## src/sv/ecpad_pkg.sv

```systemverilog
package ecpad_pkg;

    localparam int CFG_INDEX_BITS = 1;
    localparam logic [CFG_INDEX_BITS-1:0] CFG_COEFF_A     = 1'b0;
    localparam logic [CFG_INDEX_BITS-1:0] CFG_FIELD_PRIME = 1'b1;

    localparam int MIN_PRIME   = 3;
    localparam int CONST_THREE = 3;

    typedef enum logic [3:0] {
        OP_NOP,
        OP_LOAD,
        OP_MUL,
        OP_WB,
        OP_ADD,
        OP_SUB,
        OP_INVINIT,
        OP_ESHIFT,
        OP_OUT
    } op_t;

    typedef enum logic [3:0] {
        R_X1,
        R_Y1,
        R_X2,
        R_Y2,
        R_A,
        R_T,
        R_U,
        R_L,
        R_IR,
        R_IB,
        R_ONE,
        R_C3
    } reg_sel_t;

    typedef enum logic [1:0] {
        OUT_INF,
        OUT_P,
        OUT_Q,
        OUT_R
    } out_sel_t;

    typedef struct packed {
        op_t      op;
        reg_sel_t dst;
        reg_sel_t src_a;
        reg_sel_t src_b;
        out_sel_t out_sel;
    } cmd_t;

    typedef struct packed {
        logic mul_done;
        logic x_eq;
        logic y_eq;
        logic y1_zero;
        logic e_zero;
        logic e_lsb;
        logic p_inf;
        logic q_inf;
        logic out_busy;
    } status_t;

endpackage

```

## src/sv/ecpad_ctrl.sv

```systemverilog
module ecpad_ctrl (
    input  logic               clk,
    input  logic               rst_n,
    input  logic               in_valid,
    output logic               in_ready,
    input  ecpad_pkg::status_t status,
    output ecpad_pkg::cmd_t    cmd
);

    typedef enum logic [4:0] {
        S_IDLE, S_RA, S_RX1, S_RY1, S_RX2, S_RY2, S_DECIDE,
        S_D1, S_D2, S_D3, S_D4, S_A1, S_A2,
        S_I0, S_I1, S_I2, S_I3, S_I4,
        S_L, S_X1, S_X2, S_X3, S_Y1, S_Y2, S_Y3, S_OUT
    } state_t;

    state_t              state_reg, state_next;
    logic                wait_reg, wait_next;
    ecpad_pkg::out_sel_t out_sel_reg, out_sel_next;

    logic                is_mul;
    state_t              after;

    always_comb
    begin
        cmd.op      = ecpad_pkg::OP_NOP;
        cmd.dst     = ecpad_pkg::R_T;
        cmd.src_a   = ecpad_pkg::R_ONE;
        cmd.src_b   = ecpad_pkg::R_ONE;
        cmd.out_sel = out_sel_reg;
        is_mul      = 1'b0;
        after       = state_reg;
        out_sel_next = out_sel_reg;
        case (state_reg)
            S_IDLE:
            begin
                if (in_valid)
                begin
                    cmd.op = ecpad_pkg::OP_LOAD;
                    after  = S_RA;
                end
            end
            S_RA:
            begin
                is_mul = 1'b1; cmd.dst = ecpad_pkg::R_A; cmd.src_b = ecpad_pkg::R_A;
                after = S_RX1;
            end
            S_RX1:
            begin
                is_mul = 1'b1; cmd.dst = ecpad_pkg::R_X1; cmd.src_b = ecpad_pkg::R_X1;
                after = S_RY1;
            end
            S_RY1:
            begin
                is_mul = 1'b1; cmd.dst = ecpad_pkg::R_Y1; cmd.src_b = ecpad_pkg::R_Y1;
                after = S_RX2;
            end
            S_RX2:
            begin
                is_mul = 1'b1; cmd.dst = ecpad_pkg::R_X2; cmd.src_b = ecpad_pkg::R_X2;
                after = S_RY2;
            end
            S_RY2:
            begin
                is_mul = 1'b1; cmd.dst = ecpad_pkg::R_Y2; cmd.src_b = ecpad_pkg::R_Y2;
                after = S_DECIDE;
            end
            S_DECIDE:
            begin
                if (status.p_inf && status.q_inf)
                begin
                    out_sel_next = ecpad_pkg::OUT_INF; after = S_OUT;
                end
                else if (status.p_inf)
                begin
                    out_sel_next = ecpad_pkg::OUT_Q; after = S_OUT;
                end
                else if (status.q_inf)
                begin
                    out_sel_next = ecpad_pkg::OUT_P; after = S_OUT;
                end
                else if (status.x_eq)
                begin
                    // vertical line or tangent at y = 0
                    if (!status.y_eq || status.y1_zero)
                    begin
                        out_sel_next = ecpad_pkg::OUT_INF; after = S_OUT;
                    end
                    else
                        after = S_D1;
                end
                else
                    after = S_A1;
            end
            S_D1:
            begin
                is_mul = 1'b1; cmd.dst = ecpad_pkg::R_T;
                cmd.src_a = ecpad_pkg::R_C3; cmd.src_b = ecpad_pkg::R_X1; after = S_D2;
            end
            S_D2:
            begin
                is_mul = 1'b1; cmd.dst = ecpad_pkg::R_T;
                cmd.src_a = ecpad_pkg::R_T; cmd.src_b = ecpad_pkg::R_X1; after = S_D3;
            end
            S_D3:
            begin
                cmd.op = ecpad_pkg::OP_ADD; cmd.dst = ecpad_pkg::R_T;
                cmd.src_a = ecpad_pkg::R_T; cmd.src_b = ecpad_pkg::R_A; after = S_D4;
            end
            S_D4:
            begin
                cmd.op = ecpad_pkg::OP_ADD; cmd.dst = ecpad_pkg::R_U;
                cmd.src_a = ecpad_pkg::R_Y1; cmd.src_b = ecpad_pkg::R_Y1; after = S_I0;
            end
            S_A1:
            begin
                cmd.op = ecpad_pkg::OP_SUB; cmd.dst = ecpad_pkg::R_T;
                cmd.src_a = ecpad_pkg::R_Y2; cmd.src_b = ecpad_pkg::R_Y1; after = S_A2;
            end
            S_A2:
            begin
                cmd.op = ecpad_pkg::OP_SUB; cmd.dst = ecpad_pkg::R_U;
                cmd.src_a = ecpad_pkg::R_X2; cmd.src_b = ecpad_pkg::R_X1; after = S_I0;
            end
            S_I0:
            begin
                cmd.op = ecpad_pkg::OP_INVINIT; after = S_I1;
            end
            S_I1:
            begin
                if (status.e_zero)
                    after = S_L;
                else if (status.e_lsb)
                    after = S_I2;
                else
                    after = S_I3;
            end
            S_I2:
            begin
                is_mul = 1'b1; cmd.dst = ecpad_pkg::R_IR;
                cmd.src_a = ecpad_pkg::R_IR; cmd.src_b = ecpad_pkg::R_IB; after = S_I3;
            end
            S_I3:
            begin
                is_mul = 1'b1; cmd.dst = ecpad_pkg::R_IB;
                cmd.src_a = ecpad_pkg::R_IB; cmd.src_b = ecpad_pkg::R_IB; after = S_I4;
            end
            S_I4:
            begin
                cmd.op = ecpad_pkg::OP_ESHIFT; after = S_I1;
            end
            S_L:
            begin
                is_mul = 1'b1; cmd.dst = ecpad_pkg::R_L;
                cmd.src_a = ecpad_pkg::R_T; cmd.src_b = ecpad_pkg::R_IR; after = S_X1;
            end
            S_X1:
            begin
                is_mul = 1'b1; cmd.dst = ecpad_pkg::R_U;
                cmd.src_a = ecpad_pkg::R_L; cmd.src_b = ecpad_pkg::R_L; after = S_X2;
            end
            S_X2:
            begin
                cmd.op = ecpad_pkg::OP_SUB; cmd.dst = ecpad_pkg::R_U;
                cmd.src_a = ecpad_pkg::R_U; cmd.src_b = ecpad_pkg::R_X1; after = S_X3;
            end
            S_X3:
            begin
                cmd.op = ecpad_pkg::OP_SUB; cmd.dst = ecpad_pkg::R_U;
                cmd.src_a = ecpad_pkg::R_U; cmd.src_b = ecpad_pkg::R_X2; after = S_Y1;
            end
            S_Y1:
            begin
                cmd.op = ecpad_pkg::OP_SUB; cmd.dst = ecpad_pkg::R_T;
                cmd.src_a = ecpad_pkg::R_X1; cmd.src_b = ecpad_pkg::R_U; after = S_Y2;
            end
            S_Y2:
            begin
                is_mul = 1'b1; cmd.dst = ecpad_pkg::R_T;
                cmd.src_a = ecpad_pkg::R_L; cmd.src_b = ecpad_pkg::R_T; after = S_Y3;
            end
            S_Y3:
            begin
                cmd.op = ecpad_pkg::OP_SUB; cmd.dst = ecpad_pkg::R_T;
                cmd.src_a = ecpad_pkg::R_T; cmd.src_b = ecpad_pkg::R_Y1;
                out_sel_next = ecpad_pkg::OUT_R; after = S_OUT;
            end
            S_OUT:
            begin
                // hold until the output register is free
                if (!status.out_busy)
                begin
                    cmd.op = ecpad_pkg::OP_OUT; after = S_IDLE;
                end
            end
            default: after = S_IDLE;
        endcase

        state_next = after;
        wait_next  = wait_reg;
        if (is_mul)
        begin
            if (!wait_reg)
            begin
                cmd.op     = ecpad_pkg::OP_MUL;
                wait_next  = 1'b1;
                state_next = state_reg;
            end
            else
            begin
                cmd.op = ecpad_pkg::OP_WB;
                if (status.mul_done)
                    wait_next = 1'b0;
                else
                    state_next = state_reg;
            end
        end
    end

    always_ff @(posedge clk or negedge rst_n)
    begin
        if (!rst_n)
        begin
            state_reg   <= S_IDLE;
            wait_reg    <= 1'b0;
            out_sel_reg <= ecpad_pkg::OUT_INF;
        end
        else
        begin
            state_reg   <= state_next;
            wait_reg    <= wait_next;
            out_sel_reg <= out_sel_next;
        end
    end

    assign in_ready = (state_reg == S_IDLE);

endmodule

```

## config.mk

```make
export PLATFORM = sky130hd
export DESIGN_NAME = ecpad_ctrl
export DESIGN_NICKNAME = d
export VERILOG_FILES = /design/src/sv/ecpad_pkg.sv /design/src/sv/ecpad_ctrl.sv
export SDC_FILE = /design/constraint.sdc
export NUM_CORES = 1
export LEC_CHECK = 0
export BUFFER_PORTS_ARGS = -buffer_cell sky130_fd_sc_hd__buf_2
export CORE_MARGIN = 2
export CORE_UTILIZATION = 53
export CTS_CLUSTER_SIZE = 12
export DETAILED_ROUTE_END_ITERATION = 8
export GPL_TIMING_DRIVEN = 0
export PLACE_DENSITY = 0.81
export SETUP_SLACK_MARGIN = 0.5
export SLEW_MARGIN = 20
export SYNTH_ARGS = -nofsm -noshare
export SYNTH_HDL_FRONTEND = slang
export SYNTH_SLANG_ARGS = --single-unit
```

## constraint.sdc

```tcl
create_clock -name clk -period 2.1 [get_ports clk]
set_input_delay 0.105 -clock clk [delete_from_list [all_inputs] [get_ports clk]]
set_output_delay 0.105 -clock clk [all_outputs]
set_load 0.01 [all_outputs]
```

==> impl_metrics.json, run 1 <==
{
  "outcome": "did not finish",
  "haltStage": "global routing (5_1_grt)",
  "stop_error": "[ERROR DPL-0033] detailed placement checks failed during check placement.",
  "numCtsBuffers": 3,
  "ctsLongestPathBuffers": 2,
  "die_h_um": 52.4,
  "cts.sinks": 8,
  "dp_hpwl_um": 3240,
  "synth_cells": 184,
  "io_pins": 31,
  "worstEndpointGrtRepair": "cmd[14]",
  "die_w_um": 52.4,
  "cts_root_buf": "clkbuf_4",
  "num_rows": 17,
  "ys_ff_latch": 8,
  "synth_edf_count": 0,
  "antenna_found_initial": 0,
  "numPortBuffers": 30,
  "ys_seq_area_share_pct": 16.1,
  "grt_max_degree": 11,
  "synthArstFlopShare_pct": 100,
  "cts-htree-levels": 1,
  "start_util_pct": 56.2,
  "synth_nets": 196,
  "avgSynthCellArea_um2": 6.75,
  "syn_area_um2": 1240,
  "worstEndpointType": "top-level output",
  "synth_warnings": 0,
  "gp_congestion": 0.964,
  "ys_dominant_reg_cell": "dfrtp_1",
  "synth.distinct_cells": 49
}
cells by family after synthesis:
kind of cell | count (synthesis) | synth area share, %
AO/OA/AOI/OAI | 85 | 45.6
AND/OR/NAND/NOR | 68 | 28.6
buffers and inverters | 22 | 8.76
flip-flops | 8 | 16.1
multiplexers | 1 | 0.906
metrics by stage:
stage | instance area (µm²) | cells | hold slack [ps] | setup slack (ps) | utilization [%]
3_3_place_gp | 1430 | 242 | -54.7 | 241 | 64.5
2_1_floorplan | 1240 | 184 | -191 | 505 | -
4_1_cts | 1830 | 261 | 170 | 166 | 82.7
3_5_place_dp | 1430 | 242 | -40.1 | 219 | 64.5
synthesized netlist by cell type, types with 2 or more instances:
library cell  number  area (µm²)
o2bb2ai_1          2        17.5
o41ai_1            2        17.5
buf_2              9        45.0
o21a_1             3        22.5
o211ai_1           2        15.0
a21o_1             3        22.5
a21boi_0           3        22.5
nand3_1            4        20.0
dfrtp_1            8         200
a211oi_1           2        15.0
nor2b_1            7        43.8
o31ai_1            4        30.0
a21oi_1           22         110
nand2b_1           8        50.1
buf_4              2        15.0
nor2_1            18        67.6
inv_1              3        11.3
nand2_1           17        63.8
nor3b_1            2        15.0
a32o_1             2        20.0
o21ai_0           20         100
and3_1             2        12.5
o32ai_1            2        17.5
nor3_1             2        10.0
clkbuf_1           5        18.8
clkinv_1           2        7.51
a22oi_1            2        15.0
o22ai_1            4        25.0
a221o_1            2        20.0
timing repair:
item / in CTS
endpoints found under the setup margin: 25
hold buffers: 1
buffers inserted: 14
resized for setup: 72
pin swaps: 4
cloned: 1
endpoints found under the hold margin: 8
==> run 2: changes to the inputs <==
CORE_AREA = 2 2 63 65   (was default)
CORE_MARGIN = default   (was 2)
CORE_UTILIZATION = default   (was 53)
CTS_CLUSTER_SIZE = default   (was 12)
DIE_AREA = 0 0 65 67   (was default)
PLACE_DENSITY = default   (was 0.81)
PLACE_DENSITY_LB_ADDON = 0.15   (was default)
SETUP_SLACK_MARGIN = default   (was 0.5)
==> run 2 against run 1 <==
Against the previous run:
- the flow now finishes without violations
- synthesized cell count stayed put
- area after synthesis stayed put
==> impl_metrics.json, run 2 <==
{
  "outcome": "finished, final reports clean",
  "grt_setup_unrepaired": "false",
  "path_delay_family": "buffers and inverters",
  "finalCritPeriodShare_pct": 92.8,
  "holdPathEnd": "out_sel_reg[0]",
  "cp-end-kind": "primary output",
  "drtIter0Drc": 159,
  "numCtsBuffers": 3,
  "hp-class": "in2reg",
  "ant_nets": 0,
  "ys_seq_area_share_pct": 16.1,
  "r2r_cells": 6,
  "ys_top_cells_by_area": "dfrtp_1 (16%), a21oi_1 (8.9%), o21ai_0 (8.1%), nor2_1 (5.4%), nand2_1 (5.1%)",
  "synth_cells": 184,
  "cts.sinks": 8,
  "grt_max_degree": 11,
  "io_pins": 31,
  "num_rows": 22,
  "sw_frac_of_total_pct": 54.8,
  "numPortBuffers": 30,
  "worst_pin_slew_ps": 574,
  "dpl.cell_count": 262,
  "timing.reg2reg.setup_slack_ps": 220,
  "internal_power_uw": 1240,
  "max-vdd-ir-drop_uv": 421,
  "startpoint_type": "register",
  "cts_root_buf": "clkbuf_8",
  "drc": 0,
  "drive_gt1_share_pct": 28.4,
  "antenna_found_initial": 0,
  "hold_depth": 3,
  "finalMaxSlewViolations": 0,
  "dp_hpwl_um": 3190,
  "yosysTopAreaCell": "dfrtp_1",
  "grt_pass1_wl_um": 7150,
  "yosysMostFrequentCell": "a21oi_1",
  "max_stage_delay_ps": 410,
  "design.die.area_um2": 4360,
  "gp_congestion": 0.917,
  "overflow": 0,
  "grt_usage_pct": 21.2,
  "critPathMaxFanout": 10,
  "area_delta_synth_final_pct": 23.0,
  "worstHoldStart": "status[2]",
  "critPathBufInv": 4,
  "place_area_um2": 1450,
  "die_h_um": 67,
  "p_leak_uw": 0.000639,
  "finalPower_uw": 2750,
  "cellPowerDensity_nw_per_um2": 1800,
  "pwr-share-comb_pct": 82.9,
  "grt_pass1_vias": 1429,
  "period_minus_slack_ps": 1950,
  "antenna_cells": 0,
  "worstSetupPathType": "reg2out",
  "ys_ff_latch": 8,
  "largest_reg_flops": 5,
  "drv_cap": 0,
  "slew_headroom_pct": 61.1,
  "finalHoldViolCount": 0,
  "syn_area_um2": 1240,
  "design.core.area_um2": 3610,
  "start_util_pct": 34.5,
  "first_pass_iters": 5,
  "vias_per_cell": 6.06,
  "postCtsSetupBuffers": 0,
  "cts-htree-levels": 1,
  "worstPathArrival_ps": 1840,
  "fmax_mhz": 513,
  "clock_skew_ps": 0.245,
  "vias": 1612,
  "synth_top_area_share_pct": 16.1,
  "postLayoutCellArea_um2": 1530,
  "cts_tree": "built",
  "tns_ps": 0,
  "die_w_um": 65,
  "clk_pin_slew_ps": 40,
  "p_seq_share_pct": 10.5,
  "setup_viol": 0,
  "slowest_stage": "clkbuf_1",
  "wl_per_cell_um": 16.0,
  "path_cells": "buf_2 -> clkbuf_1 -> clkbuf_2 -> o21ai_0 -> nand2_1 -> o21ai_0 -> buf_2",
  "drt_wl_total_um": 4270,
  "synth_warnings": 0,
  "switchingPower_uw": 1510,
  "pre_cts_ws_ps": 179,
  "clockPowerShare_pct": 6.6,
  "synth.distinct_cells": 49,
  "final_common_cell": "buf_2",
  "reg2reg_from": "state_reg[0]",
  "finalWorstSetupSlack_ps": 151,
  "layout_common_cells": "buf_2 (35), a21oi_1 (22), o21ai_0 (20)",
  "synth_nets": 196,
  "finalNonFillerCells": 266,
  "nets": 232,
  "ctsLongestPathBuffers": 2,
  "synth.cells.most_frequent": "a21oi_1 (22), o21ai_0 (20), nor2_1 (18)",
  "required_ps": 2000,
  "rr_endpoint": "state_reg[3]",
  "avgSynthCellArea_um2": 6.75,
  "synth_edf_count": 0,
  "synthArstFlopShare_pct": 100,
  "clock_latency_ps": 220,
  "ys_dominant_reg_cell": "dfrtp_1"
}
run 2: cell counts after synthesis:
No cell type changed its count.
run 2: layout make-up:
| class | count | area [µm²] |
|---|---|---|
| Sequential cell | 8 | 201 |
| Multi-Input combinational cell | 154 | 941 |
| Inverter | 5 | 18.8 |
| Timing Repair Buffer | 31 | 160 |
| Buffer | 17 | 105 |
| Tap cell | 48 | 60.1 |
| Clock buffer | 3 | 41.3 |
| Fill cell | 388 | 2080 |
run 2: cells by family (layout without fill, tap and decap cells):
logic type	after synthesis	after routing	share of synthesized area, %
buffers and inverters	22	56	8.76
muxes	1	1	0.906
and+or+nand+nor	68	68	28.6
AOI/OAI and AO/OA	85	85	45.6
DFF	8	8	16.1
run 2: metal layers:
layer | GRT usage, % | vias to the layer above | part of all wire [%]
met1 | 29.6 | 733 | 41
met2 | 33.6 | 113 | 45
met5 | 0 | - | 0
met4 | 4.52 | 0 | 1.3
met3 | 4.05 | 8 | 12
li1 | - | 758 | -
run 2: worst max-delay path by stage:
stage	start	end	slack, ps	cells past startpoint
4_1_cts	state_reg[1]	cmd[10]	6	6
6_report	state_reg[4]	cmd[2]	150	7
3_3_place_gp	state_reg[1]	state_reg[2]	110	5
3_5_place_dp	state_reg[1]	state_reg[2]	180	5
5_1_grt	state_reg[2]	cmd[14]	3	7
2_1_floorplan	state_reg[2]	wait_reg	500	6
run 2: power groups by stage:
stage               clock (µW)  sequential [µW]  combinational (µW)
CTS                        187              284                2210
global route               201              302                2510
detailed placement           0              286                2210
global placement             0              285                2230
finish                     180              289                2280
floorplan                    0              279                1560
run 2: what timing repair did:
action,CTS,global route
hold endpoints to repair,8,0
hold buffers,1,0
resized for setup,0,16
endpoints found under the setup margin,0,14
run 2: worst reg2reg max path: stages, from the launching register on:
cell	delay [ps]
dfrtp_1	410
clkbuf_4	210
nor2b_1	220
nand3_1	110
o311ai_1	180
or2_4	330
o31ai_1	300
run 2: stage by stage:
stage	hold slack (ps)	util, %
3_3_place_gp	-46.0	40.3
4_1_cts	195	41.7
5_1_grt	237	42.4
3_5_place_dp	-47.0	40.3
2_1_floorplan	-191	-
6_report	195	42.4
Note: power is estimated with default switching activity, not from simulation.
==> run 3: changes to the inputs <==
PLACE_DENSITY = 0.6   (was default)
PLACE_DENSITY_LB_ADDON = default   (was 0.15)
RECOVER_POWER = 25   (was default)
==> run 3 against run 2 <==
Against the previous run:
- worst setup slack worse by 70 ps
- clock skew is 7.3 ps higher
- clock power hardly changed
- cell area is 0.98% lower
- fmax is 3.4% lower
- power is 1.1% lower
- flip-flop and latch count stayed put
- largest power group unchanged
- register-to-register slack worse by 100 ps
- via count is 1.2% lower
==> impl_metrics.json, run 3 (synthesis gave the netlist of run 2 again) <==
{
  "postLayoutCellArea_um2": 1510,
  "start_util_pct": 34.5,
  "numPortBuffers": 30,
  "largest_reg_flops": 5,
  "met3_usage_pct": 3.55,
  "max-vdd-ir-drop_uv": 471,
  "grt_setup_unrepaired": "true",
  "overflow": 0,
  "tns_ps": 0,
  "layout_common_cells": "buf_2 (37), a21oi_1 (22), o21ai_0 (20)",
  "ctsLongestPathBuffers": 2,
  "vias": 1592,
  "design.core.area_um2": 3610,
  "io_pins": 31,
  "grt_pass1_vias": 1452,
  "drc": 0,
  "drv_cap": 0,
  "finalMaxSlewViolations": 0,
  "clock_latency_ps": 230,
  "gr-usage-met1_pct": 29.4,
  "grt_max_degree": 11,
  "antenna_cells": 0,
  "worst_pin_slew_ps": 635,
  "critPathMaxFanout": 10,
  "clk_pin_slew_ps": 40,
  "required_ps": 2000,
  "final_common_cell": "buf_2",
  "cts_root_buf": "clkbuf_8",
  "startpoint_type": "register",
  "drtIter0Drc": 124,
  "cellPowerDensity_nw_per_um2": 1800,
  "p_leak_uw": 0.000636,
  "hp-class": "in2reg",
  "numCtsBuffers": 3,
  "period_minus_slack_ps": 2020,
  "first_pass_iters": 5,
  "finalHoldViolCount": 0,
  "cts.sinks": 8,
  "wl_per_cell_um": 15.7,
  "design.die.area_um2": 4360,
  "finalPower_uw": 2720,
  "finalCritPeriodShare_pct": 96.1,
  "setup_viol": 0,
  "slowest_stage": "dfrtp_1",
  "dp_hpwl_um": 3120,
  "cts_tree": "built",
  "n_fill_cell": 374,
  "postCtsSetupBuffers": 0,
  "path_cells": "buf_4 -> buf_2 -> clkbuf_4 -> nand2_1 -> a21oi_1 -> a21oi_1 -> o21ai_0 -> buf_2",
  "grt_pass1_wl_um": 7050,
  "grt.busiest_layer": "met2",
  "antenna_found_initial": 0,
  "holdWs_ps": 190,
  "die_h_um": 67,
  "worstPathArrival_ps": 1910,
  "nets": 232,
  "num_rows": 22,
  "cp-end-kind": "primary output",
  "drt_wl_total_um": 4170,
  "drive_gt1_share_pct": 26.6,
  "ant_nets": 0,
  "gp_congestion": 0.887,
  "place_area_um2": 1450,
  "clock_skew_ps": 7.57,
  "max_stage_delay_ps": 430,
  "die_w_um": 65,
  "critPathBufInv": 4,
  "pre_cts_ws_ps": 222,
  "vias_per_cell": 5.98,
  "worstSetupPathType": "reg2out",
  "use_met2_pct": 31.4,
  "fmax_mhz": 495,
  "area_delta_synth_final_pct": 21.8,
  "path_delay_family": "buffers and inverters",
  "slew_headroom_pct": 57.0,
  "cts-htree-levels": 1,
  "grt_usage_pct": 20.6,
  "outcome": "finished, final reports clean",
  "finalWorstSetupSlack_ps": 81.8
}
[run 3: cell types whose count changed in the layout (fill, tap and decap cells not counted)]
cell / change
buf_2: +2
clkbuf_1: +1
clkbuf_4: -3
dfrtp_1: +1
dfrtp_2: -1
nor2_1: +1
nor2_2: -1
nor2b_1: +1
nor2b_2: -1
[run 3: worst register-to-register path, delay by kind of cell (launching register included)]
| family | cells | cell delay (ps) |
|---|---|---|
| AND/OR/NAND/NOR | 3 | 760 |
| AO/OA/AOI/OAI | 2 | 660 |
| flip-flops | 1 | 420 |
[run 3: repair_timing]
| action | in CTS | in global routing |
|---|---|---|
| hold buffers | 1 | 0 |
| hold endpoints to repair | 8 | 0 |
| resized for setup | 0 | 10 |
| endpoints found under the setup margin | 0 | 12 |
[run 3: worst paths after layout]
check                            endpoint  cells after the start            from  slack, ps
max reg2reg                  state_reg[4]                      5    state_reg[1]        120
max                                cmd[3]                      8    state_reg[3]         80
max in group asynchronous    state_reg[3]                      2           rst_n       1500
min                        out_sel_reg[0]                      3       status[2]        190
min in group asynchronous  out_sel_reg[0]                      2           rst_n        310
min reg2reg                out_sel_reg[0]                      2  out_sel_reg[0]        570
[run 3: metal layers]
layer / up-vias / wire [µm]
met3: 10 / 432
met2: 101 / 1840
li1: 759 / -
met4: 0 / 75
met5: - / 0
met1: 722 / 1820
[run 3: cell type report]
cell class	instances	area (µm²)	area share, %
Buffer	17	97.6	6.45
Multi-Input combinational cell	154	936	61.9
Timing Repair Buffer	31	159	10.5
Clock buffer	3	41.3	2.73
Tap cell	48	60.1	3.97
Inverter	5	18.8	1.24
Sequential cell	8	200	13.2
[run 3: per-stage QoR]
stage,util [%],cells
2_1_floorplan,-,184
3_3_place_gp,40.3,262
3_5_place_dp,40.3,262
4_1_cts,41.7,266
5_1_grt,41.9,266
6_report,41.9,266
[run 3: power by group]
group / switching, µW / internal (µW) / leakage (µW)
combinational: 1380 / 872 / 0.000520
sequential: 56.9 / 227 / 0.0000945
clock: 58.0 / 124 / 0.0000216
==> run 4: changes to the inputs <==
RECOVER_POWER = default   (was 25)
==> run 4 against run 3 <==
Against the previous run:
- critical path depth unchanged
- highest routed layer unchanged
- sequential power about the same
- flip-flop and latch count unchanged
- die area unchanged
- sequential share of layout area about the same
==> impl_metrics.json, run 4 (synthesis gave the netlist of run 2 again) <==
{
  "clock_latency_ps": 230,
  "antenna_cells": 0,
  "layout_common_cells": "buf_2 (38), a21oi_1 (22), o21ai_0 (20)",
  "vias": 1604,
  "startpoint_type": "register",
  "finalNonFillerCells": 266,
  "slowest_stage": "dfrtp_1",
  "drv_cap": 0,
  "timing.reg2reg.setup_slack_ps": 130,
  "max-vdd-ir-drop_uv": 474,
  "worst_pin_slew_ps": 633,
  "ctsLongestPathBuffers": 2,
  "slew_headroom_pct": 57.1,
  "drive_gt1_share_pct": 27.1,
  "design.core.area_um2": 3610,
  "regArea_um2": 200,
  "wl_per_cell_um": 15.7,
  "critPathMaxFanout": 10,
  "overflow": 0,
  "grt_pass1_vias": 1452,
  "required_ps": 2000,
  "max_stage_delay_ps": 430,
  "final_common_cell": "buf_2",
  "critPathBufInv": 4,
  "num_rows": 22,
  "multiInputGateArea_um2": 936,
  "ant_nets": 0,
  "worstPathArrival_ps": 1910,
  "grt_setup_unrepaired": "true",
  "postCtsSetupBuffers": 0,
  "outcome": "finished, final reports clean",
  "grt_pass1_wl_um": 7050,
  "cp-startpoint": "state_reg[3]",
  "numPortBuffers": 30,
  "rr_endpoint": "state_reg[4]",
  "finalMaxSlewViolations": 0,
  "finalHoldViolCount": 0,
  "clk_pin_slew_ps": 40,
  "dp_hpwl_um": 3120,
  "nets": 232,
  "largest_reg_flops": 5,
  "reg2reg_from": "state_reg[1]",
  "cp.depth": 8,
  "endpoint": "cmd[3]",
  "fmax_mhz": 496,
  "first_pass_iters": 5,
  "period_minus_slack_ps": 2020,
  "n_fill_cell": 373,
  "grt_max_degree": 11,
  "dpl.cell_count": 262,
  "cts_root_buf": "clkbuf_8",
  "setup_viol": 0,
  "numCtsBuffers": 3,
  "die_w_um": 65,
  "r2r_cells": 5,
  "die_h_um": 67,
  "drtIter0Drc": 124,
  "cts.sinks": 8,
  "finalCritPeriodShare_pct": 96.1,
  "drc": 0,
  "io_pins": 31,
  "start_util_pct": 34.5,
  "cts_tree": "built",
  "worstSetupPathType": "reg2out",
  "path_delay_family": "buffers and inverters",
  "grt_usage_pct": 20.6,
  "drt_wl_total_um": 4170,
  "path_cells": "buf_4 -> buf_2 -> clkbuf_4 -> nand2_1 -> a21oi_1 -> a21oi_1 -> o21ai_0 -> buf_2",
  "cp-end-kind": "primary output",
  "antenna_found_initial": 0,
  "hp-class": "in2reg",
  "tns_ps": 0,
  "cellPowerDensity_nw_per_um2": 1800,
  "gp_congestion": 0.887,
  "area_delta_synth_final_pct": 21.9,
  "design.die.area_um2": 4360,
  "cts-htree-levels": 1,
  "clock_skew_ps": 7.57,
  "p_leak_uw": 0.000639,
  "vias_per_cell": 6.03
}
## run 4: changes by cell type in the layout (fill, tap and decap cells not counted), sizes merged
cell	previous run	this run
buf	40	41
clkbuf	10	9
## run 4: metal layers
layer / vias up / wire, µm / global-route usage, %
met2: 112 / 1850 / 31.4
met1: 720 / 1800 / 29.4
met5: - / 0 / 0
li1: 760 / - / -
met3: 12 / 441 / 3.55
met4: 0 / 80 / 6.12
## run 4: worst min path at each step
stage / from / to / slack [ps] / cells after the start
2_1_floorplan: rst_n / out_sel_reg[0] / -190 / 0
3_3_place_gp: rst_n / out_sel_reg[0] / -50 / 1
3_5_place_dp: rst_n / out_sel_reg[0] / -50 / 1
4_1_cts: status[2] / out_sel_reg[0] / 190 / 3
5_1_grt: status[2] / out_sel_reg[0] / 250 / 3
6_report: status[2] / out_sel_reg[0] / 190 / 3
## run 4: cell type report
cell class,instances,area share (%)
timing repair buffer,31,10.6
tap,48,3.97
sequential,8,13.2
inverter,5,1.24
multi-input combinational,154,61.8
buffer,17,6.45
clock buffer,3,2.73
## run 4: where the power goes
group	switching (µW)	leakage [µW]	internal, µW
combinational	1380	0.000523	873
clock	58.0	0.0000216	124
sequential	56.8	0.0000945	227
total	1500	0.000639	1220
## run 4: repair_timing
action	in CTS	in global routing
endpoints found under the setup margin	0	12
resized for setup	0	10
endpoints found under the hold margin	8	0
hold buffers	1	0
## run 4: per-stage QoR
step                hold slack (ps)  instance area (µm²)  setup slack [ps]  utilization [%]  power (µW)
detailed placement            -49.0                 1450               222             40.3        2470
floorplan                      -191                 1240               505                -        1840
CTS                             191                 1500              7.39             41.7        2660
finish                          190                 1510              82.1             42.0        2720
global route                    248                 1510             -9.84             42.0        2960
global placement              -45.9                 1450               154             40.3        2490
## run 4: worst min-delay path, cell delays in order
cell and delay [ps]:
buf_2 90, o21a_1 110, o21ai_0 60
